<file path="src/rtl/jdtamil_pkg.sv">
// ----------------------------------------------------------------------------
// jdtamil_pkg
// Constants, codes and the month table shared by the Julian day to Tamil date
// converter and its checker.
// ----------------------------------------------------------------------------
package jdtamil_pkg;

    // Year estimate: floor((4*day + frac[15:14] - 4*J2000) / 1461), biased so
    // the dividend is never negative, then divided by a reciprocal multiply.
    localparam logic [5:0]  QP_BIAS     = 6'd52;          // 1461*6712 - 4*2451545
    localparam logic [25:0] YEAR_RECIP  = 26'd47035918;   // floor(2^36 / 1461)
    localparam int          RECIP_SHIFT = 36;
    localparam logic [10:0] DAYS_4YR    = 11'd1461;
    localparam logic [13:0] YEAR_BIAS   = 14'd6712;       // quotient bias, in years

    // Epoch day number, and the sidereal year in Q24
    localparam logic [21:0]        NEWYEAR_DAY  = 22'd2451649;
    localparam logic signed [33:0] SIDEREAL_Q24 = 34'sd6127984847;

    localparam logic signed [13:0] YEAR_BASE = 14'sd2000;
    localparam logic signed [13:0] YEAR_MIN  = 14'sd1;
    localparam logic signed [13:0] YEAR_MAX  = 14'sd4000;

    localparam logic [11:0] ERA_OFFSET = 12'd31;

    // Jovian cycle: ((year - 1987) mod 60) + 1 == ((year + 53) mod 60) + 1
    localparam logic [11:0] JOV_BIAS   = 12'd53;
    localparam logic [12:0] JOV_RECIP  = 13'd4369;        // floor(2^18 / 60)
    localparam int          JOV_SHIFT  = 18;
    localparam logic [11:0] JOV_LEN    = 12'd60;

    // Month numbers that matter for festivals and the negative-offset case
    localparam logic [3:0] MONTH_CHITTIRAI = 4'd1;
    localparam logic [3:0] MONTH_AIPPASI   = 4'd7;
    localparam logic [3:0] MONTH_THAI      = 4'd10;
    localparam logic [3:0] MONTH_PANGUNI   = 4'd12;
    localparam int         MONTH_COUNT     = 12;

    localparam logic [5:0] FEST_DAY_FIRST = 6'd1;
    localparam logic [5:0] FEST_DAY_MID   = 6'd15;
    localparam logic [5:0] DAY_MAX        = 6'd32;

    localparam logic [2:0] FEST_NONE      = 3'd0;
    localparam logic [2:0] FEST_NEW_YEAR  = 3'd1;
    localparam logic [2:0] FEST_PONGAL    = 3'd2;
    localparam logic [2:0] FEST_CHITHIRAI = 3'd3;
    localparam logic [2:0] FEST_DEEPAVALI = 3'd4;

    // Cumulative first-day offset of each month, index 0 is Chittirai.
    function automatic logic [8:0] month_start(input logic [3:0] idx);
        logic [8:0] v;
        case (idx)
            4'd0:    v = 9'd0;
            4'd1:    v = 9'd31;
            4'd2:    v = 9'd62;
            4'd3:    v = 9'd94;
            4'd4:    v = 9'd125;
            4'd5:    v = 9'd156;
            4'd6:    v = 9'd186;
            4'd7:    v = 9'd216;
            4'd8:    v = 9'd245;
            4'd9:    v = 9'd275;
            4'd10:   v = 9'd304;
            4'd11:   v = 9'd334;
            default: v = 9'd0;
        endcase
        return v;
    endfunction

endpackage

</file>
<file path="src/rtl/julian_day_to_tamil_date_top.sv">
// Pipeline: 8 register stages, stage 0 (input register) to stage 7 (output register).
// Throughput: one item per clock; each stage holds only while the stage after it
// is full and stalled, so bubbles are squeezed out and s_ready stays high
// unless the whole pipe is backed up from m_ready.
// Reset: synchronous active-low aresetn clears all stage valid bits; data
// registers are not reset.
// ----------------------------------------------------------------------------
// julian_day_to_tamil_date_top
// Converts a Julian date (whole day + 16-bit fraction) to a Tamil solar date:
// Thiruvalluvar year, month, day, Jovian cycle index, festival code and a
// range flag, in Q24 fixed point.
// ----------------------------------------------------------------------------
module julian_day_to_tamil_date_top (
    input  logic        aclk,
    input  logic        aresetn,
    input  logic        s_valid,
    output logic        s_ready,
    input  logic [21:0] s_jd_day,
    input  logic [15:0] s_jd_fraction,
    output logic        m_valid,
    input  logic        m_ready,
    output logic [11:0] m_era_year,
    output logic [3:0]  m_month,
    output logic [5:0]  m_day,
    output logic [5:0]  m_jovian_index,
    output logic [2:0]  m_festival,
    output logic        m_range_error
);
    import jdtamil_pkg::*;

    localparam int STAGES = 8;

    // ------------------------------------------------------------------
    // Flow control: a stage loads when it is empty or its successor loads.
    // ------------------------------------------------------------------
    logic [STAGES-1:0] v_reg;
    logic [STAGES-1:0] adv;

    always_comb begin
        adv[STAGES-1] = !v_reg[STAGES-1] || m_ready;
        for (int i = STAGES - 2; i >= 0; i--) begin
            adv[i] = !v_reg[i] || adv[i+1];
        end
    end

    assign s_ready = adv[0];
    assign m_valid = v_reg[STAGES-1];

    always_ff @(posedge aclk) begin
        if (!aresetn) begin
            v_reg <= '0;
        end else begin
            if (adv[0]) begin
                v_reg[0] <= s_valid;
            end
            for (int i = 1; i < STAGES; i++) begin
                if (adv[i]) begin
                    v_reg[i] <= v_reg[i-1];
                end
            end
        end
    end

    // ------------------------------------------------------------------
    // Stage 0: input register
    // ------------------------------------------------------------------
    logic [21:0] day0_reg;
    logic [15:0] frac0_reg;

    always_ff @(posedge aclk) begin
        if (adv[0]) begin
            day0_reg  <= s_jd_day;
            frac0_reg <= s_jd_fraction;
        end
    end

    // ------------------------------------------------------------------
    // Stage 1: biased quarter-day count and reciprocal multiply by 1/1461.
    // floor(4*rel/2^24) is just the day delta times four plus the top two
    // fraction bits; the bias keeps the dividend positive.
    // ------------------------------------------------------------------
    logic [24:0] qp1_next;
    logic [50:0] qprod;
    logic [13:0] qa1_next;
    logic [24:0] qp1_reg;
    logic [13:0] qa1_reg;
    logic [21:0] day1_reg;
    logic [15:0] frac1_reg;

    always_comb begin
        qp1_next = {1'b0, day0_reg, 2'b00} + {23'd0, frac0_reg[15:14]} + 25'(QP_BIAS);
        qprod    = 51'(qp1_next) * 51'(YEAR_RECIP);
        qa1_next = qprod[RECIP_SHIFT+13:RECIP_SHIFT];   // true quotient or one less
    end

    always_ff @(posedge aclk) begin
        if (adv[1]) begin
            qp1_reg   <= qp1_next;
            qa1_reg   <= qa1_next;
            day1_reg  <= day0_reg;
            frac1_reg <= frac0_reg;
        end
    end

    // ------------------------------------------------------------------
    // Stage 2: quotient correction -> year estimate relative to 2000;
    // Julian date relative to the new-year epoch in Q24.
    // ------------------------------------------------------------------
    logic [24:0]        qmul;
    logic [24:0]        qrem;
    logic [13:0]        qt;
    logic signed [13:0] ys2_next;
    logic signed [46:0] base2_next;
    logic signed [13:0] ys2_reg;
    logic signed [46:0] base2_reg;

    always_comb begin
        qmul       = 25'(qa1_reg) * 25'(DAYS_4YR);
        qrem       = qp1_reg - qmul;
        qt         = qa1_reg + 14'(qrem >= 25'(DAYS_4YR));
        ys2_next   = $signed(qt - YEAR_BIAS);
        base2_next = $signed({1'b0, day1_reg, frac1_reg, 8'd0})
                   - $signed({1'b0, NEWYEAR_DAY, 24'd0});
    end

    always_ff @(posedge aclk) begin
        if (adv[2]) begin
            ys2_reg   <= ys2_next;
            base2_reg <= base2_next;
        end
    end

    // ------------------------------------------------------------------
    // Stage 3: whole sidereal years since the epoch, in Q24
    // ------------------------------------------------------------------
    logic signed [47:0] prod3_next;
    logic signed [47:0] prod3_reg;
    logic signed [46:0] base3_reg;
    logic signed [13:0] ys3_reg;

    assign prod3_next = 48'(ys2_reg) * 48'(SIDEREAL_Q24);

    always_ff @(posedge aclk) begin
        if (adv[3]) begin
            prod3_reg <= prod3_next;
            base3_reg <= base2_reg;
            ys3_reg   <= ys2_reg;
        end
    end

    // ------------------------------------------------------------------
    // Stage 4: offset from the estimated year's new year, Q24
    // ------------------------------------------------------------------
    logic signed [48:0] d4_next;
    logic signed [48:0] d4_reg;
    logic signed [13:0] ys4_reg;

    assign d4_next = 49'(base3_reg) - 49'(prod3_reg);

    always_ff @(posedge aclk) begin
        if (adv[4]) begin
            d4_reg  <= d4_next;
            ys4_reg <= ys3_reg;
        end
    end

    // ------------------------------------------------------------------
    // Stage 5: year correction by one either way; whole-day offset
    // (arithmetic floor by 2^24, kept to 10 signed bits).
    // ------------------------------------------------------------------
    logic signed [48:0] d_minus;
    logic signed [48:0] d_plus;
    logic signed [48:0] offq;
    logic signed [13:0] yr5_next;
    logic signed [9:0]  off5_next;
    logic signed [13:0] yr5_reg;
    logic signed [9:0]  off5_reg;

    always_comb begin
        d_plus  = d4_reg + 49'(SIDEREAL_Q24);
        d_minus = d4_reg - 49'(SIDEREAL_Q24);
        if (d4_reg[48]) begin
            // before this year's new year: previous year
            offq     = d_plus;
            yr5_next = ys4_reg + YEAR_BASE - 14'sd1;
        end else if (!d_minus[48]) begin
            // at or past next new year
            offq     = d_minus;
            yr5_next = ys4_reg + YEAR_BASE + 14'sd1;
        end else begin
            offq     = d4_reg;
            yr5_next = ys4_reg + YEAR_BASE;
        end
        off5_next = offq[33:24];
    end

    always_ff @(posedge aclk) begin
        if (adv[5]) begin
            yr5_reg  <= yr5_next;
            off5_reg <= off5_next;
        end
    end

    // ------------------------------------------------------------------
    // Stage 6: range check, month lookup, day with clamp, era year,
    // Jovian quotient estimate.
    // ------------------------------------------------------------------
    logic               err6_next;
    logic [3:0]         month6_next;
    logic signed [10:0] day_s;
    logic [5:0]         day6_next;
    logic [11:0]        era6_next;
    logic [11:0]        jv6_next;
    logic [24:0]        jprod;
    logic [6:0]         jq6_next;

    logic               err6_reg;
    logic [3:0]         month6_reg;
    logic [5:0]         day6_reg;
    logic [11:0]        era6_reg;
    logic [11:0]        jv6_reg;
    logic [6:0]         jq6_reg;

    always_comb begin
        err6_next = (yr5_reg < YEAR_MIN) || (yr5_reg > YEAR_MAX);

        // negative offset falls through to the last month
        month6_next = MONTH_PANGUNI;
        for (int m = 0; m < MONTH_COUNT; m++) begin
            if (off5_reg >= $signed({1'b0, month_start(4'(m))})) begin
                month6_next = 4'(m + 1);
            end
        end

        day_s = 11'(off5_reg) - $signed({2'b00, month_start(month6_next - 4'd1)})
              + 11'sd1;
        if (day_s < 11'sd1) begin
            day6_next = FEST_DAY_FIRST;
        end else if (day_s > $signed({5'd0, DAY_MAX})) begin
            day6_next = DAY_MAX;
        end else begin
            day6_next = day_s[5:0];
        end

        era6_next = 12'(yr5_reg) + ERA_OFFSET;
        jv6_next  = 12'(yr5_reg) + JOV_BIAS;
        jprod     = 25'(jv6_next) * 25'(JOV_RECIP);
        jq6_next  = jprod[JOV_SHIFT+6:JOV_SHIFT];      // true quotient or one less
    end

    always_ff @(posedge aclk) begin
        if (adv[6]) begin
            err6_reg   <= err6_next;
            month6_reg <= month6_next;
            day6_reg   <= day6_next;
            era6_reg   <= era6_next;
            jv6_reg    <= jv6_next;
            jq6_reg    <= jq6_next;
        end
    end

    // ------------------------------------------------------------------
    // Stage 7: output register. Jovian remainder, festival code, and
    // zeroing of all fields on a range error.
    // ------------------------------------------------------------------
    logic [11:0] jrem;
    logic [11:0] jrem_fix;
    logic [2:0]  fest;

    logic [11:0] era7_next;
    logic [3:0]  month7_next;
    logic [5:0]  day7_next;
    logic [5:0]  jov7_next;
    logic [2:0]  fest7_next;

    logic [11:0] era7_reg;
    logic [3:0]  month7_reg;
    logic [5:0]  day7_reg;
    logic [5:0]  jov7_reg;
    logic [2:0]  fest7_reg;
    logic        err7_reg;

    always_comb begin
        jrem     = jv6_reg - 12'(12'(jq6_reg) * JOV_LEN);
        jrem_fix = (jrem >= JOV_LEN) ? (jrem - JOV_LEN) : jrem;

        if (month6_reg == MONTH_CHITTIRAI && day6_reg == FEST_DAY_FIRST) begin
            fest = FEST_NEW_YEAR;
        end else if (month6_reg == MONTH_CHITTIRAI && day6_reg == FEST_DAY_MID) begin
            fest = FEST_CHITHIRAI;
        end else if (month6_reg == MONTH_AIPPASI && day6_reg == FEST_DAY_MID) begin
            fest = FEST_DEEPAVALI;
        end else if (month6_reg == MONTH_THAI && day6_reg == FEST_DAY_FIRST) begin
            fest = FEST_PONGAL;
        end else begin
            fest = FEST_NONE;
        end

        if (err6_reg) begin
            era7_next   = '0;
            month7_next = '0;
            day7_next   = '0;
            jov7_next   = '0;
            fest7_next  = FEST_NONE;
        end else begin
            era7_next   = era6_reg;
            month7_next = month6_reg;
            day7_next   = day6_reg;
            jov7_next   = jrem_fix[5:0] + 6'd1;
            fest7_next  = fest;
        end
    end

    always_ff @(posedge aclk) begin
        if (adv[7]) begin
            era7_reg   <= era7_next;
            month7_reg <= month7_next;
            day7_reg   <= day7_next;
            jov7_reg   <= jov7_next;
            fest7_reg  <= fest7_next;
            err7_reg   <= err6_reg;
        end
    end

    assign m_era_year     = era7_reg;
    assign m_month        = month7_reg;
    assign m_day          = day7_reg;
    assign m_jovian_index = jov7_reg;
    assign m_festival     = fest7_reg;
    assign m_range_error  = err7_reg;

endmodule

</file>
<file path="config.mk">
export PLATFORM = sky130hd
export DESIGN_NAME = julian_day_to_tamil_date_top
export DESIGN_NICKNAME = d
export VERILOG_FILES = /design/src/rtl/jdtamil_pkg.sv /design/src/rtl/julian_day_to_tamil_date_top.sv
export SDC_FILE = /design/constraint.sdc
export NUM_CORES = 2
export LEC_CHECK = 0
export ABC_AREA = 1
export BUFFER_PORTS_ARGS = -buffer_cell sky130_fd_sc_hd__clkbuf_2
export CAP_MARGIN = 10
export CORE_MARGIN = 1
export CORE_UTILIZATION = 60
export CTS_BUF_LIST = sky130_fd_sc_hd__clkbuf_4 sky130_fd_sc_hd__clkbuf_8
export CTS_CLUSTER_SIZE = 40
export DETAILED_ROUTE_END_ITERATION = 7
export PLACE_DENSITY = 0.91
export SETUP_SLACK_MARGIN = 0.2
export SLEW_MARGIN = 20
export SYNTH_ARGS = -nofsm -noshare
export SYNTH_HDL_FRONTEND = slang
export SYNTH_SLANG_ARGS = --single-unit
</file>
<file path="constraint.sdc">
create_clock -name aclk -period 10.5 [get_ports aclk]
set_clock_uncertainty 0.1 [all_clocks]
set_input_delay 1.05 -clock aclk [delete_from_list [all_inputs] [get_ports aclk]]
set_output_delay 1.05 -clock aclk [all_outputs]
set_load 0.05 [all_outputs]
</file>
Yosys cells after proc, flatten, opt, wreduce, memory -nomap -nowiden. Memories as Yosys holds them, arrays and structs flattened. Cells that the tools add are included.

Add/sub/neg operators: 20. Multiply operators: 5. Magnitude comparators: 18. Equal/unequal tests: 5. Muxes and demuxes: 22. Reductions and logical operators: 24.

Operator list (number): 2-to-1 mux 34 bit (2); multiplier 25 x 25 -> 49 bit (second input constant) (1); subtractor 47 x 48 -> 49 bit (1); subtractor 49 x 34 -> 49 bit (second input constant) (1); multiplier 14 x 34 -> 48 bit (second input constant) (1); 2-to-1 mux 4 bit (12); subtractor 46 x 46 -> 47 bit (second input constant) (1); greater-or-equal comparator 10 x 9 -> 1 bit (second input constant) (4); adder 34 bit (second input constant) (1); greater-or-equal comparator 10 bit (second input constant) (3); 2-to-1 mux 14 bit (2); adder 24 x 2 -> 25 bit (1); adder 25 x 6 -> 25 bit (second input constant) (1); greater-or-equal comparator 25 x 11 -> 1 bit (second input constant) (1); multiplier 12 x 13 -> 25 bit (second input constant) (1); multiplier 14 x 11 -> 25 bit (second input constant) (1); subtractor 25 bit (1); greater-or-equal comparator 10 x 8 -> 1 bit (second input constant) (2); adder 14 x 1 -> 14 bit (1); adder 14 x 12 -> 14 bit (second input constant) (1); adder 14 x 2 -> 14 bit (second input constant) (1); > comparator 14 x 13 -> 1 bit (second input constant) (1); less-than comparator 14 x 2 -> 1 bit (second input constant) (1); subtractor 14 x 13 -> 14 bit (second input constant) (1); 30 further kinds (51).

Register bits after elaboration: 454. Bits in read-only memories: 144. Output and inout bits: 34. Logic and storage cells: 133. Memories kept: 1.

Memories: (no name shown) (depth 16, bits a word 9, read ports 1, clocked after memory_dff 0, wr ports 0, line jdtamil_pkg.sv:52) `case (idx)`.

Longest topological paths before layout. An unclocked memory read counts as a cell.

Depth in word-level cells: 19. Depth in mapped cells: 35.

Least setup slack after synthesis. OpenSTA, ideal clock, no wires.

Kind: input port to output port. Start: input m_ready. End: output s_ready. Arrival time: 9.391 ns. Required time: 9.350 ns. Setup slack: -0.041 ns. Stages on the path: 14. Path buffers: 0. Cell sequence: nor2_1 inv_1 nor2_1 inv_1 nor2_1 inv_1 nor2_1 inv_1 nor2_1 inv_1 nor2_1 inv_1 nor2_1 nand2_1.

Longest elaborated chain between the ends: 8.

RTL lines: start, declared (line julian_day_to_tamil_date_top.sv:21) `input logic m_ready,`; logical OR 1 bit (line julian_day_to_tamil_date_top.sv:40) `adv[STAGES-1] = !v_reg[STAGES-1] || m_ready;`; net adv[7] (line julian_day_to_tamil_date_top.sv:37) `logic [STAGES-1:0] adv;`; logical OR 1 bit (line julian_day_to_tamil_date_top.sv:42) `adv[i] = !v_reg[i] || adv[i+1];`; net adv[6] (line julian_day_to_tamil_date_top.sv:37); logical OR 1 bit (line julian_day_to_tamil_date_top.sv:42); net adv[5] (line julian_day_to_tamil_date_top.sv:37); logical OR 1 bit (line julian_day_to_tamil_date_top.sv:42); net adv[4] (line julian_day_to_tamil_date_top.sv:37); logical OR 1 bit (line julian_day_to_tamil_date_top.sv:42); net adv[3] (line julian_day_to_tamil_date_top.sv:37); logical OR 1 bit (line julian_day_to_tamil_date_top.sv:42); net adv[2] (line julian_day_to_tamil_date_top.sv:37); logical OR 1 bit (2 in series) (line julian_day_to_tamil_date_top.sv:42); end, declared (line julian_day_to_tamil_date_top.sv:17) `output logic s_ready,`.

The timed path passes the listed nets, and every way through them passes these cells.

Worst setup path after layout.
Start: register day0_reg[0]. End: register qa1_reg[8] (data pin).

Longest elaborated chain between the ends: 3.

RTL lines: start, declared (line julian_day_to_tamil_date_top.sv:67) `logic [21:0] day0_reg;`; start signal, assigned (line julian_day_to_tamil_date_top.sv:72) `day0_reg <= s_jd_day;`; adder 24 x 2 -> 25 bit (line julian_day_to_tamil_date_top.sv:91) `qp1_next = {1'b0, day0_reg, 2'b00} + {23'd0, frac0_reg[15:14]} + 25'(QP_BIAS);`; adder 25 x 6 -> 25 bit (line julian_day_to_tamil_date_top.sv:91); net qp1_next[20] (line julian_day_to_tamil_date_top.sv:82) `logic [24:0] qp1_next;`; multiplier 25 x 25 -> 49 bit (line julian_day_to_tamil_date_top.sv:92) `qprod = 51'(qp1_next) * 51'(YEAR_RECIP);`; net qprod[44] (line julian_day_to_tamil_date_top.sv:83) `logic [50:0] qprod;`; end signal, assigned (line julian_day_to_tamil_date_top.sv:99) `qa1_reg <= qa1_next;`; end, declared (line julian_day_to_tamil_date_top.sv:86) `logic [13:0] qa1_reg;`.

The timed path passes the listed nets, and every way through them passes these cells. A chain may end at the register's enable or synchronous reset.

==> run_results.csv <==
group,metric,value,unit
sta,worst_slack,2.55,ns
cells_and_area,nets,6280,
synthesis,synthesis.area,46400,um^2
hold_path,hold_path.class,"reg2reg",
worst_setup_path,required,10.83,ns
global_routing,grt_pass1_wl,191,mm
floorplanning,initial_utilization,60.9,%
floorplanning,die_h,280,um
worst_setup_path,crit_type,"reg2reg",
synthesis,synth-edff-count,425,
sta,rsz0062_at_grt,"no",
routing,drcViolationCount,0,
synthesis,synth_top_area_cell,"edfxtp_1",
cells_and_area,drive_above_1_share,5.54,%
placement,port_buffers,75,
sta,tns,0,ns
floorplanning,core_area,76200,um^2
cells_and_area,largest_reg_flops,49,
placement,dp_hpwl,99.7,mm
clock_network,worstSkewPairLatency,0.69,ns
clock_network,clock_path_buffers,3,
clock_network,post_cts_buffers,0,
worst_setup_path,startpoint_type,"flop",
clock_network,cts_tree,"done",
clock_network,clock-sinks,433,
worst_setup_path,crit_slowest_cell,"a21oi_1",
floorplanning,row_count,101,
synthesis,synth-seq-cells,433,
worst_setup_path,path_max_fanout,7,
clock_network,cts-buffers-inserted,77,
cells_and_area,final_common_cell,"inv_1",
clock_network,cts.clk_slew.worst_paths,0.06,ns
worst_setup_path,critPathMaxStageDelay,0.68,ns
synthesis,synthArstFlopShare,0,%
floorplanning,io_pins,76,
synthesis,synthTopCellsByArea,"edfxtp_1, fa_1, ha_1",
global_routing,antenna_found_initial,2,
clock_network,cts_hold_buf,0,
sta,fin_crit,7.95,ns
synthesis,synth_nets,6117,
routing,ant_nets,0,
routing,vias_per_cell,5.67,
floorplanning,dieArea,78500,um^2
placement,dp_slack,2.73,ns
sta,slew_violations,0,
sta,hold_viol,0,
global_routing,grtUsageTotal,31.5,%
global_routing,overflow,0,
sta,worst_pin_slew,1.09,ns
synthesis,yosysWarningCount,0,
placement,place.gp.congestion,1.03,
run_status,status,"completed",
routing,wire_per_inst,19.5,um
run,maxCapViolations,0,
worst_setup_path,cp_top_family,"adder cells",
worst_setup_path,crit_path_end_kind,"flop",
routing,num_vias,35048,
clock_network,htree_levels,3,
routing,wirelength,121,mm
clock_network,cts_resized,0,
sta,fin_crit_sh,75.8,%
synthesis,synth_ff_type,"edfxtp_1",
floorplanning,die_width,280,um
worst_setup_path,critical_path_arrival,8.28,ns
synthesis,synth_top_area_share,27.5,%
routing,dr.pass1.iters,6,
clock_network,cts_root_buf,"clkbuf_8",
synthesis,yosys.cell_types.count,65,
sta,fmax,0.126,GHz
synthesis,ys_seq_area_share,27.8,%
synthesis,synthCells,4933,
cells_and_area,synthToLayoutAreaGrowth,7.14,%
synthesis,avgSynthCellArea,9.41,um^2
global_routing,grt_pass1_vias,36702,
routing,drtIter0Drc,3351,
worst_setup_path,crit_buf_inv,4,
sta,slew_headroom,27.3,%
global_routing,grt_max_degree,85,
cells_and_area,layout_common_cells,"inv_1, ha_1, nand2_1",
sta,finalSetupViolCount,0,
## cell usage after synthesis (17+ instances only)
cell,number
o21bai_1,18
nand4_1,52
a31oi_1,40
nand2_2,21
xor2_1,175
nor3_1,45
inv_1,1262
nand2_1,605
edfxtp_1,425
o21ai_1,17
o21ai_0,146
ha_1,671
fa_1,471
a21o_1,22
nand3_1,150
nor4_1,25
nor2_1,326
a21oi_1,260
xnor2_1,61
## path summary, 6_finish.rpt
kind                     start      endpoint  slack, ns  cells after the start
setup / recovery   day0_reg[0]    qa1_reg[8]       2.55                     31
setup reg to reg   day0_reg[0]    qa1_reg[8]       2.55                     31
hold / removal    frac0_reg[0]  frac1_reg[0]       0.31                      0
hold reg to reg   frac0_reg[0]  frac1_reg[0]       0.31                      0
## area by class of cell
class | count | area [um^2]
multi-input cells | 3224 | 28700
fillers | 5624 | 26500
flip-flops and latches | 433 | 12900
inverters | 1267 | 4760
well taps | 1030 | 1290
clock buffers | 94 | 1210
repair buffers | 93 | 523
clock inverters | 37 | 313
diodes | 2 | 5.00
## logic make-up (layout without fill, tap and decap cells)
family | Yosys count | count (layout) | synth area share [%]
xor+xnor | 237 | 237 | 4.49
fa+ha+maj | 1142 | 1142 | 38.4
compound gates | 573 | 573 | 7.01
flops | 433 | 433 | 27.8
other cells | 0 | 2 | 0
buf+inv | 1276 | 1491 | 10.4
simple gates | 1272 | 1272 | 11.9
## through the flow
| stage | hold slack [ns] | instances | util, % | instance area (um^2) |
|---|---|---|---|---|
| 6_report | 0.309 | 6180 | 65.2 | 49700 |
| 2_1_floorplan | 0.300 | 4933 | - | 46400 |
| 5_1_grt | 0.313 | 6180 | 65.2 | 49700 |
| 3_5_place_dp | 0.305 | 6046 | 63.2 | 48200 |
| 4_1_cts | 0.299 | 6177 | 65.2 | 49700 |
| 3_3_place_gp | 0.301 | 6046 | 63.2 | 48200 |
## per-layer routing
layer  wire length [um]  part of all wire, %  vias to the layer above  global-route usage (%)
li1                   -                    -                    16143                       -
met1              43800                   36                    16635                    35.8
met2              57800                   48                     1727                    53.8
met3              10100                  8.4                      543                    6.56
met4               8960                  7.4                        0                    20.7
met5                  0                    0                        -                       0
Power is left out: the tool's default activity adds up to more than one toggle a clock period on the data nets, which glitch-free logic cannot reach.
